===== src/rtl/ril_pkg.sv =====
`timescale 1ns / 1ps
// Package for the rank indexed list: sizes, operation codes and the
// memory write port type. Used by every other file of the block.
package ril_pkg;

	localparam int DEPTH  = 64;
	localparam int WIDTH  = 32;

	localparam int OP_W   = 2;
	localparam int RANK_W = 7;
	localparam int VAL_W  = 32;
	localparam int CNT_W  = $clog2(DEPTH + 1);
	localparam int ADDR_W = $clog2(DEPTH);
	localparam int CMP_W  = (RANK_W > CNT_W) ? RANK_W : CNT_W;

	localparam logic [OP_W-1:0] OP_GET     = 2'd0;
	localparam logic [OP_W-1:0] OP_INSERT  = 2'd1;
	localparam logic [OP_W-1:0] OP_REPLACE = 2'd2;
	localparam logic [OP_W-1:0] OP_REMOVE  = 2'd3;

	typedef struct packed {
		logic              en;
		logic [ADDR_W-1:0] addr;
		logic [WIDTH-1:0]  data;
	} mem_wr_t;

endpackage


===== src/rtl/ril_in_if.sv =====
`timescale 1ns / 1ps
// Request channel of the rank indexed list: valid, ready and one
// operation word. Depends on ril_pkg.
interface ril_in_if;
	import ril_pkg::*;

	logic              valid;
	logic              ready;
	logic [OP_W-1:0]   operation;
	logic [RANK_W-1:0] rank;
	logic [VAL_W-1:0]  item_value;

	modport source (output valid, output operation, output rank, output item_value,
		input ready);
	modport sink (input valid, input operation, input rank, input item_value,
		output ready);

endinterface


===== src/rtl/ril_out_if.sv =====
`timescale 1ns / 1ps
// Response channel of the rank indexed list: valid, ready and one
// result word. Depends on ril_pkg.
interface ril_out_if;
	import ril_pkg::*;

	logic             valid;
	logic             ready;
	logic             success;
	logic [VAL_W-1:0] read_value;
	logic [CNT_W-1:0] entry_count;
	logic             empty_flag;

	modport source (output valid, output success, output read_value,
		output entry_count, output empty_flag, input ready);
	modport sink (input valid, input success, input read_value,
		input entry_count, input empty_flag, output ready);

endinterface


===== src/rtl/rank_indexed_list.sv =====
`timescale 1ns / 1ps
// Top level of the rank indexed list: request decode, shift sequencer
// and result register. Depends on ril_pkg, ril_in_if, ril_out_if, ril_mem.
//
// Each request word carries an operation (get, insert, replace, remove),
// a rank and a value. Each accepted word yields exactly one response word
// with success, the value read, the entry count after the operation and
// an empty flag. The list lives in a single memory with one read and one
// write port; insert and remove move the later entries one per cycle.
// Replace, a failed request and an insert at the end finish without a
// read; get reads the entry at the rank; a remove reads the count - rank
// entries from the rank on and moves all but the first down; an insert
// moves the entries from the rank on up and then writes the value. The
// block takes one request at a time and is ready again the cycle after
// the response is loaded. The response register frees the receiver
// from the sequencer: a new request is taken while a response waits; a
// finished request holds until the response register is free. Reset
// empties the list; the memory contents are not cleared.
module rank_indexed_list (
	input logic clk,
	input logic arst_n,
	ril_in_if.sink   req,
	ril_out_if.source rsp
);
	import ril_pkg::*;

	localparam logic [2:0] ST_IDLE  = 3'd0;
	localparam logic [2:0] ST_START = 3'd1;
	localparam logic [2:0] ST_SHIFT = 3'd2;
	localparam logic [2:0] ST_DRAIN = 3'd3;
	localparam logic [2:0] ST_FINAL = 3'd4;
	localparam logic [2:0] ST_DONE  = 3'd5;

	logic [2:0]        state_q;
	logic [CNT_W-1:0]  count_q;
	logic [CNT_W-1:0]  cnt_new_q;
	logic [OP_W-1:0]   op_q;
	logic [ADDR_W-1:0] rank_q;
	logic [WIDTH-1:0]  val_q;
	logic              ok_q;
	logic              append_q;
	logic [ADDR_W-1:0] ptr_q;
	logic [ADDR_W-1:0] src_q;
	logic              pend_q;
	logic [WIDTH-1:0]  rd_q;
	logic              out_valid_q;

	logic [CMP_W-1:0]  r_ext;
	logic [CMP_W-1:0]  c_ext;
	logic              in_range;
	logic              ins_ok;
	logic              acc;
	logic              last_rd;
	logic              cap;
	logic              pend_wr;
	logic              out_free;
	mem_wr_t           wr;
	logic [ADDR_W-1:0] raddr;
	logic [WIDTH-1:0]  rdata;

	ril_mem u_mem (
		.clk   (clk),
		.wr    (wr),
		.raddr (raddr),
		.rdata (rdata)
	);

	assign acc       = req.valid && req.ready;
	assign req.ready = (state_q == ST_IDLE);
	assign r_ext     = CMP_W'(req.rank);
	assign c_ext     = CMP_W'(count_q);
	assign in_range  = r_ext < c_ext;
	assign ins_ok    = (r_ext <= c_ext) && (c_ext < CMP_W'(DEPTH));
	assign out_free  = !out_valid_q || rsp.ready;

	always_comb begin
		unique case (op_q)
			OP_INSERT: last_rd = (ptr_q == rank_q);
			OP_REMOVE: last_rd = (CNT_W'(ptr_q) == count_q - CNT_W'(1));
			default:   last_rd = 1'b1;
		endcase
	end

	assign cap     = pend_q && ((op_q == OP_GET) || ((op_q == OP_REMOVE) && (src_q == rank_q)));
	assign pend_wr = pend_q && !cap;
	assign raddr   = ptr_q;

	always_comb begin
		wr.en   = 1'b0;
		wr.addr = rank_q;
		wr.data = val_q;
		if (state_q == ST_START) begin
			wr.en = ok_q && ((op_q == OP_REPLACE) || ((op_q == OP_INSERT) && append_q));
		end else if (state_q == ST_FINAL) begin
			wr.en = 1'b1;
		end else if ((state_q == ST_SHIFT) || (state_q == ST_DRAIN)) begin
			wr.en   = pend_wr;
			wr.data = rdata;
			wr.addr = (op_q == OP_INSERT) ? src_q + ADDR_W'(1) : src_q - ADDR_W'(1);
		end
	end

	always_ff @(posedge clk or negedge arst_n) begin
		if (!arst_n) begin
			state_q     <= ST_IDLE;
			count_q     <= '0;
			pend_q      <= 1'b0;
			out_valid_q <= 1'b0;
		end else begin
			if ((state_q == ST_DONE) && out_free) begin
				out_valid_q <= 1'b1;
			end else if (rsp.valid && rsp.ready) begin
				out_valid_q <= 1'b0;
			end
			unique case (state_q)
				ST_IDLE: begin
					pend_q <= 1'b0;
					if (acc) begin
						state_q <= ST_START;
					end
				end
				ST_START: begin
					if (!ok_q || (op_q == OP_REPLACE) || ((op_q == OP_INSERT) && append_q)) begin
						state_q <= ST_DONE;
					end else begin
						state_q <= ST_SHIFT;
					end
				end
				ST_SHIFT: begin
					pend_q <= 1'b1;
					if (last_rd) begin
						state_q <= ST_DRAIN;
					end
				end
				ST_DRAIN: begin
					pend_q  <= 1'b0;
					state_q <= (op_q == OP_INSERT) ? ST_FINAL : ST_DONE;
				end
				ST_FINAL: begin
					state_q <= ST_DONE;
				end
				ST_DONE: begin
					if (out_free) begin
						count_q <= cnt_new_q;
						state_q <= ST_IDLE;
					end
				end
				default: begin
					state_q <= ST_IDLE;
				end
			endcase
		end
	end

	always_ff @(posedge clk) begin
		if (acc) begin
			op_q     <= req.operation;
			rank_q   <= req.rank[ADDR_W-1:0];
			val_q    <= req.item_value[WIDTH-1:0];
			append_q <= (r_ext == c_ext);
			rd_q     <= '0;
			unique case (req.operation)
				OP_INSERT: begin
					ok_q      <= ins_ok;
					cnt_new_q <= ins_ok ? count_q + CNT_W'(1) : count_q;
				end
				OP_REMOVE: begin
					ok_q      <= in_range;
					cnt_new_q <= in_range ? count_q - CNT_W'(1) : count_q;
				end
				default: begin
					ok_q      <= in_range;
					cnt_new_q <= count_q;
				end
			endcase
		end
		if (state_q == ST_START) begin
			ptr_q <= (op_q == OP_INSERT) ? ADDR_W'(count_q - CNT_W'(1)) : rank_q;
		end
		if (state_q == ST_SHIFT) begin
			src_q <= ptr_q;
			if (!last_rd) begin
				ptr_q <= (op_q == OP_INSERT) ? ptr_q - ADDR_W'(1) : ptr_q + ADDR_W'(1);
			end
		end
		if (cap && ((state_q == ST_SHIFT) || (state_q == ST_DRAIN))) begin
			rd_q <= rdata;
		end
		if ((state_q == ST_DONE) && out_free) begin
			rsp.success     <= ok_q;
			rsp.read_value  <= VAL_W'(rd_q);
			rsp.entry_count <= cnt_new_q;
			rsp.empty_flag  <= (cnt_new_q == '0);
		end
	end

	assign rsp.valid = out_valid_q;

endmodule


===== src/rtl/ril_mem.sv =====
`timescale 1ns / 1ps
// Entry store of the rank indexed list: one write port and one read
// port with registered read data. Depends on ril_pkg.
module ril_mem (
	input  logic                     clk,
	input  ril_pkg::mem_wr_t         wr,
	input  logic [ril_pkg::ADDR_W-1:0] raddr,
	output logic [ril_pkg::WIDTH-1:0]  rdata
);
	import ril_pkg::*;

	logic [WIDTH-1:0] mem_q [DEPTH];

	always_ff @(posedge clk) begin
		if (wr.en) begin
			mem_q[wr.addr] <= wr.data;
		end
	end

	always_ff @(posedge clk) begin
		rdata <= mem_q[raddr];
	end

endmodule

===== src/flat_wrapper.sv =====
// flat-port wrapper written by rule: the top's interface ports become plain ports
module rank_indexed_list_flat import ril_pkg::*;
  (clk, arst_n, req_valid, req_operation, req_rank, req_item_value, req_ready, rsp_valid, rsp_success, rsp_read_value, rsp_entry_count, rsp_empty_flag, rsp_ready);
  ril_in_if req_i ();
  ril_out_if rsp_i ();
  input logic clk;
  input logic arst_n;
  input wire logic [$bits(req_i.valid)-1:0] req_valid;
  input wire logic [$bits(req_i.operation)-1:0] req_operation;
  input wire logic [$bits(req_i.rank)-1:0] req_rank;
  input wire logic [$bits(req_i.item_value)-1:0] req_item_value;
  output wire logic [$bits(req_i.ready)-1:0] req_ready;
  output wire logic [$bits(rsp_i.valid)-1:0] rsp_valid;
  output wire logic [$bits(rsp_i.success)-1:0] rsp_success;
  output wire logic [$bits(rsp_i.read_value)-1:0] rsp_read_value;
  output wire logic [$bits(rsp_i.entry_count)-1:0] rsp_entry_count;
  output wire logic [$bits(rsp_i.empty_flag)-1:0] rsp_empty_flag;
  input wire logic [$bits(rsp_i.ready)-1:0] rsp_ready;
  assign req_i.valid = req_valid;
  assign req_i.operation = req_operation;
  assign req_i.rank = req_rank;
  assign req_i.item_value = req_item_value;
  assign req_ready = req_i.ready;
  assign rsp_valid = rsp_i.valid;
  assign rsp_success = rsp_i.success;
  assign rsp_read_value = rsp_i.read_value;
  assign rsp_entry_count = rsp_i.entry_count;
  assign rsp_empty_flag = rsp_i.empty_flag;
  assign rsp_i.ready = rsp_ready;
  rank_indexed_list u_core (.clk(clk), .arst_n(arst_n), .req(req_i), .rsp(rsp_i));
endmodule

===== config.mk =====
export PLATFORM = sky130hd
export DESIGN_NAME = rank_indexed_list_flat
export DESIGN_NICKNAME = d
export VERILOG_FILES = /design/src/rtl/ril_pkg.sv /design/src/rtl/ril_in_if.sv /design/src/rtl/ril_out_if.sv /design/src/rtl/rank_indexed_list.sv /design/src/rtl/ril_mem.sv /design/src/flat_wrapper.sv
export SDC_FILE = /design/constraint.sdc
export NUM_CORES = 2
export LEC_CHECK = 0
export ABC_AREA = 1
export ABC_CLOCK_PERIOD_IN_PS = 5700
export BUFFER_PORTS_ARGS = -buffer_cell sky130_fd_sc_hd__clkbuf_2
export CAP_MARGIN = 20
export CORE_UTILIZATION = 54
export DETAILED_ROUTE_END_ITERATION = 10
export PLACE_DENSITY_LB_ADDON = 0.05
export SETUP_SLACK_MARGIN = 0.02
export SLEW_MARGIN = 15
export SYNTH_ARGS = -nofsm -noshare
export SYNTH_HDL_FRONTEND = slang
export SYNTH_SLANG_ARGS = --single-unit

===== constraint.sdc =====
create_clock -name clk -period 5.7 [get_ports clk]
set_input_delay 0.285 -clock clk [delete_from_list [all_inputs] [get_ports clk]]
set_output_delay 0.285 -clock clk [all_outputs]
set_load 0.1 [all_outputs]

Yosys cells after proc, flatten, opt, wreduce, memory -nomap -nowiden
Memories as Yosys holds them, arrays and structs flattened. A register that Yosys moved wholly into a read port is not among the register bits.
Index checks and enable logic that the tools add are counted.
- register bits: 146
- RAM bits: 2048
- input port bits: 45
- output and inout bits: 43
- word-level logic and storage cells: 101
- memories: 1
- memory list (name ; words ; width ; read ports ; clocked after Yosys merged registers in ; write ports ; line ; RTL):
    u_core.u_mem.mem_q ; 64 ; 32 ; 1 ; 1 ; 1 ; ril_mem.sv:12 ; logic [WIDTH-1:0] mem_q [DEPTH];
- add/subtract/negate cells: 6
- $lt $le $gt $ge: 3
- equal/unequal tests: 17
- muxes and demuxes: 29
- reductions and logical operators: 28
- operators by type and width (kind ; number):
    38-bit two-way mux ; 2
    32-bit two-way mux ; 2
    39-bit two-way mux ; 1
    6-bit two-way mux ; 6
    3-bit one-hot mux with 6 select lines ; 1
    7-bit two-way mux ; 2
    7-bit one-hot mux with 2 select lines ; 1
    6-bit by 1-bit adder with 6-bit output (second input constant) ; 2
    6-bit == test ; 2
    3-bit two-way mux ; 4
    6-bit by 1-bit subtractor with 6-bit output (second input constant) ; 2
    1-bit logical AND ; 10
    1-bit two-way mux ; 8
    7-bit by 1-bit adder with 7-bit output (second input constant) ; 1
    6-bit by 7-bit == test with 1-bit output ; 1
    7-bit == test ; 1
    7-bit <= comparator ; 1
    7-bit logical NOT ; 1
    7-bit less-than comparator ; 1
    7-bit less-than comparator (second input constant) ; 1
    7-bit by 1-bit subtractor with 7-bit output (second input constant) ; 1
    2-bit == test (second input constant) ; 3
    3-bit by 2-bit == test with 1-bit output (second input constant) ; 2
    3-bit == test (second input constant) ; 2
    other kinds (13) ; 25

Longest topological paths before layout
- depth after elaboration: 11
- gate-level depth with buffers: 15

By module
From an unflattened synthesis, not the netlist that was laid out.
- cell total of the unflattened synthesis: 7411
- area, all modules: 89432.0 um^2
- modules (own cells, without submodules) (module ; instances ; cells each ; area an instance (um^2) ; seq. area each (um^2)):
    ril_mem ; 1 ; 6769 ; 82738.1 ; 62139.6
    rank_indexed_list ; 1 ; 642 ; 6693.9 ; 4264.1

Worst setup path before layout
No wires, ideal clock.
- path kind: register to register
- from: reg u_core.state_q[1]
- to: reg u_core.rd_q[0], enable pin
- library setup time: 0.466 ns
- arrival: 4.395 ns
- required time: 5.234 ns
- path slack: 0.839 ns
- stages on the path, launching flop included: 6
- path buffers: 0
- path through: dfrtp_1 > nor2_1 > inv_1 > nor2_1 > inv_1 > o21ai_0
- elaborated cells between the ends (all ways): 7
- those cells by class: eq/ne (2); reduce/logical (5)
- RTL lines (element ; line ; RTL):
    from (decl) ; rank_indexed_list.sv:34 ; logic [2:0] state_q;
    from (signal assigned) ; rank_indexed_list.sv:137 ; state_q <= (op_q == OP_INSERT) ? ST_FINAL : ST_DONE;
    3-bit logical NOT ; rank_indexed_list.sv:69 ; assign req.ready = (state_q == ST_IDLE);
    via req_ready ; flat_wrapper.sv:12 ; output wire logic [$bits(req_i.ready)-1:0] req_ready;
    1-bit logical AND ; rank_indexed_list.sv:68 ; assign acc = req.valid && req.ready;
    2-bit nonzero test (no line) ; - ;
    to (signal assigned) ; rank_indexed_list.sv:187 ; rd_q <= rdata;
    to (decl) ; rank_indexed_list.sv:45 ; logic [WIDTH-1:0] rd_q;
The timed path passes the listed nets, and every way through them passes these cells.
A chain may end at the register's enable or synchronous reset.

Final worst setup path
- from: reg u_core.op_q[0]
- to: mem u_core.u_mem.mem_q[27][13], enable pin
- longest elaborated chain between the ends: 11
- elaborated cells between the ends (all ways): 20
- those cells by class: eq/ne (3); mux (8); reduce/logical (9)
- ends and longest elaborated chain (element ; line ; RTL):
    from (decl) ; rank_indexed_list.sv:37 ; logic [OP_W-1:0] op_q;
    from (signal assigned) ; rank_indexed_list.sv:157 ; op_q <= req.operation;
    2-bit == test ; rank_indexed_list.sv:84 ; assign cap = pend_q && ((op_q == OP_GET) || ((op_q == OP_REMOVE) && (src_q == rank_q)));
    1-bit logical AND ; rank_indexed_list.sv:84 ;
    1-bit logical OR ; rank_indexed_list.sv:84 ;
    1-bit logical AND ; rank_indexed_list.sv:84 ;
    1-bit logical NOT ; rank_indexed_list.sv:85 ; assign pend_wr = pend_q && !cap;
    1-bit logical AND ; rank_indexed_list.sv:85 ;
    39-bit two-way mux ; rank_indexed_list.sv:96 ; end else if ((state_q == ST_SHIFT) || (state_q == ST_DRAIN)) begin
    1-bit two-way mux ; rank_indexed_list.sv:94 ; end else if (state_q == ST_FINAL) begin
    1-bit two-way mux ; rank_indexed_list.sv:92 ; if (state_q == ST_START) begin
    1-bit two-way mux ; ril_mem.sv:15 ; if (wr.en) begin
    1-bit two-way mux (not written as such) ; ril_mem.sv:16 ; mem_q[wr.addr] <= wr.data;
    to (decl) ; ril_mem.sv:12 ;
Several ways; a longest one is shown, not always the timed one.

==> flow_metrics.py <==
metrics = {
    "critical_path": {
        "r2r_start": "u_core.op_q[0]$_DFFE_PP_",
        "criticalPathCategory": "reg2reg",
        "cp_max_fo": 18,
        "slowest_delay_ns": 0.64,
        "cp_cell_sequence": "nand2_1, inv_1, fa_1, nor2_1, o21ai_0, nand2_1, xor2_1, nand2_1, o21ai_0, nor2_1, nand2_1, nor2_4, buf_4",
        "rrSetupSlack_ns": 1.20,
        "end_kind": "flop",
        "cp-startpoint": "u_core.op_q[0]$_DFFE_PP_",
        "crit_slowest_cell": "nor2_4",
        "reg2reg_depth": 13,
        "critical_path_required_ns": 6.25,
        "startpoint_type": "flop",
        "cp.arrival_ns": 5.05,
        "critPathMostFrequentCell": "nand2_1",
        "r2r-end": "u_core.u_mem.mem_q[27][13]$_DFFE_PP_",
    },
    "drt": {
        "vias_per_cell": 6.15,
        "wl_mm": 252,
        "drt_iter0_markers": 7294,
        "final_antenna_net_count": 0,
        "wl_per_cell_um": 27.2,
        "dr.pass1.iters": 5,
        "drc": 0,
        "num_vias": 56986,
    },
    "global_routing": {
        "use_met1_pct": 47.7,
        "grt_remaining_overflow": 0,
        "grt_max_degree": 290,
        "antenna_found_initial": 1,
        "first_global_vias": 52719,
        "grt.met3_usage_pct": 5.33,
        "use_met2_pct": 43.6,
        "grt_pass1_wl_mm": 363,
        "grt_busiest_layer": "met1",
        "track_usage_pct": 30.5,
    },
    "logic_synthesis": {
        "syn_avg_cell_area_um2": 12.9,
        "ys_types": 42,
        "ys_warn_count": 0,
        "ys_seq_area_share_pct": 75.7,
        "ys.flop_type": "edfxtp_1",
        "synth_fa_ha_area_share_pct": 0.302,
        "synthTopCellsByArea": "edfxtp_1 74%, o21ai_0 5.8%, nor2_1 4.9%",
        "synth_area_um2": 87700,
        "mappedNetlistNets": 6889,
        "yosysTopAreaCell": "edfxtp_1",
        "async_flop_share_pct": 0.539,
        "synth-compound-area-share_pct": 10.2,
        "synth-edff-count": 2176,
        "synth_seq_cells": 2226,
        "synth_top_family_by_area": "simple AND/OR/NAND/NOR gates",
        "synth-simple-area-share_pct": 10.9,
        "yosys.area.top_type_share_pct": 74.5,
        "synth_xor_xnor_area_share_pct": 0.130,
        "synth_cells": 6824,
        "muxShareOfSynthArea_pct": 0,
    },
    "clocking": {
        "cts_setup_buffers": 0,
        "cts_sinks": 2226,
        "clk_pin_slew_ns": 0.06,
        "cts_buffers": 219,
        "cts_tree": "yes",
        "cts-resized-gates": 0,
        "cts_root_buf": "clkbuf_16",
        "hold_buffers": 44,
        "clock_latency_ns": 0.85,
        "htree_levels": 4,
        "cts_buffer_depth": 3,
    },
    "flow_run": {
        "maxCapViolCount": 0,
    },
    "sta": {
        "worst_slack_ns": 1.20,
        "drv_slew": 0,
        "fmax_ghz": 0.222,
        "slew_headroom_pct": 19.1,
        "hold_viol": 0,
        "period_minus_slack_ns": 4.50,
        "fin_crit_sh_pct": 78.9,
        "rsz0062_at_grt": "no",
        "finalClockSkew_ns": 0.0289,
        "setup_tns_ns": 0,
        "worst_slew_pin_slew_ns": 1.21,
        "setup_viol": 0,
        "hold_ws_ns": 0.161,
    },
    "worst_hold_path": {
        "min_path_type": "in2reg",
        "min_to": "u_core.val_q[18]$_DFFE_PP_",
        "holdPathStages": 2,
        "min_from": "req_item_value[18]",
    },
    "finish": {
        "regArea_um2": 66400,
        "fill_cells": 12365,
        "syn_to_final_growth_pct": 13.1,
        "drive_above_1_share_pct": 9.94,
        "nets": 6975,
        "multiInputGateArea_um2": 19800,
    },
    "floorplan": {
        "die-area_um2": 164000,
        "core_area_um2": 161000,
        "rows": 147,
        "die_h_um": 405,
        "io-pin-count": 88,
        "dieWidth_um": 405,
        "start_util_pct": 54.5,
    },
    "placed_design": {
        "gp_congestion": 0.926,
        "port_buffers": 87,
        "hpwl_mm": 143,
        "pre_cts_ws_ns": 1.22,
    },
    "power_and_ir_drop": {
        "power_density_nw_per_um2": 560,
        "vdd_drop_max_v": 0.000519,
        "power_leakage_nw": 32.8,
    },
    "status": {
        "outcome": "finished, final reports clean",
    },
}
registers in the layout, summed over array words and instances, names as in the netlist:
signal,count
u_core.append_q,1
u_core.c_ext,7
u_core.cnt_new_q,7
u_core.ok_q,1
u_core.op_q,2
u_core.pend_q,1
u_core.ptr_q,6
u_core.rank_q,6
u_core.rd_q,32
u_core.rsp.empty_flag,1
u_core.rsp.entry_count,7
u_core.rsp.read_value,32
u_core.rsp.success,1
u_core.rsp.valid,1
u_core.src_q,6
u_core.state_q,3
u_core.u_mem.mem_q,2048
u_core.u_mem.rdata,32
u_core.val_q,32
area by class of cell:
class | instances | area share (%)
clock inverter | 131 | 1.23
clock buffer | 280 | 5.97
antenna | 2 | 0.00505
multi-input combinational | 4037 | 19.9
tap | 2160 | 2.72
timing repair buffer | 329 | 2.78
sequential | 2226 | 67.0
inverter | 97 | 0.416
cell families after synthesis:
kind of cell,count (synthesis)
and+or+nand+nor,2360
DFF,2226
AOI/OAI and AO/OA,1644
buffers and inverters,561
adders and majority gates,20
xor gates and xnor gates,13
through the flow:
stage | utilization [%] | power (mW) | std cells | cell area [µm²]
floorplan | - | 33.0 | 6824 | 87700
global placement | 56.8 | 40.7 | 8793 | 91400
detailed placement | 56.9 | 41.0 | 8801 | 91500
CTS | 61.6 | 55.4 | 9256 | 99100
global route | 61.6 | 57.7 | 9260 | 99200
finish | 61.6 | 55.6 | 9262 | 99200
metal layers:
metal  up-vias  routed length [µm]
met1     28546              111000
met4         0                7140
met3       351               25200
met5         -                   0
met2      2782              109000
li1      25307                   -
worst max path at each step:
stage / end / slack (ns) / cells after the start
4_1_cts: u_core.u_mem.mem_q[27][19]$_DFFE_PP_ / 1.23 / 13
3_3_place_gp: u_core.u_mem.mem_q[27][19]$_DFFE_PP_ / 1.25 / 13
3_5_place_dp: u_core.u_mem.mem_q[27][19]$_DFFE_PP_ / 1.22 / 13
6_report: u_core.u_mem.mem_q[27][13]$_DFFE_PP_ / 1.20 / 13
5_1_grt: u_core.u_mem.mem_q[4][26]$_DFFE_PP_ / 0.95 / 12
2_1_floorplan: u_core.rd_q[0]$_SDFFCE_PN0P_ / 0.84 / 5
placed cells by master, fill, tap and decap left out, drive strengths merged, types with 2 or more instances in the layout:
cell type    instances
edfxtp            2176
nor2              1157
clkbuf             367
nand3              489
nor3                 2
o211ai               7
clkinv             103
dlygate4sd3         44
inv                100
xor2                10
clkinvlp             2
fa                   2
bufinv              23
nand4                7
dfrtp               12
and2                31
nor4                 2
ha                  18
diode                2
xnor2                3
o22ai              515
dfxtp               38
o21ai             1097
a21oi               18
buf                198
nand2              669
cells in the mapped netlist, types with 3 or more instances:
master    instances
xnor2_1           3
nand2_1         669
o21ai_0        1014
dfxtp_1          38
buf_6             8
edfxtp_1       2176
buf_2           138
o22ai_1         515
ha_1             18
buf_1            30
buf_4            17
and2_1           31
a21oi_1          18
o211ai_1          7
inv_1            93
xor2_1           10
clkbuf_1        267
nand3_1         487
o21ai_1          83
nor2_1         1156
dfrtp_1          12
clkbuf_2          3
nand4_1           7
where the power goes:
group | internal [mW] | leakage, nW | switching, mW
Combinational | 4.71 | 9.19 | 15.2
Clock | 8.33 | 3.50 | 6.12
Sequential | 20.5 | 20.1 | 0.670
Total | 33.5 | 32.8 | 22.0
critical path: cells and delay by family, from the launching register on:
kind | cells | cell delay [ns]
flops | 1 | 0.46
compound gates | 2 | 0.19
fa+ha+maj | 1 | 0.46
simple gates | 7 | 2.35
buf+inv | 2 | 0.63
xor+xnor | 1 | 0.09
Power figures use the tool's default switching activity.
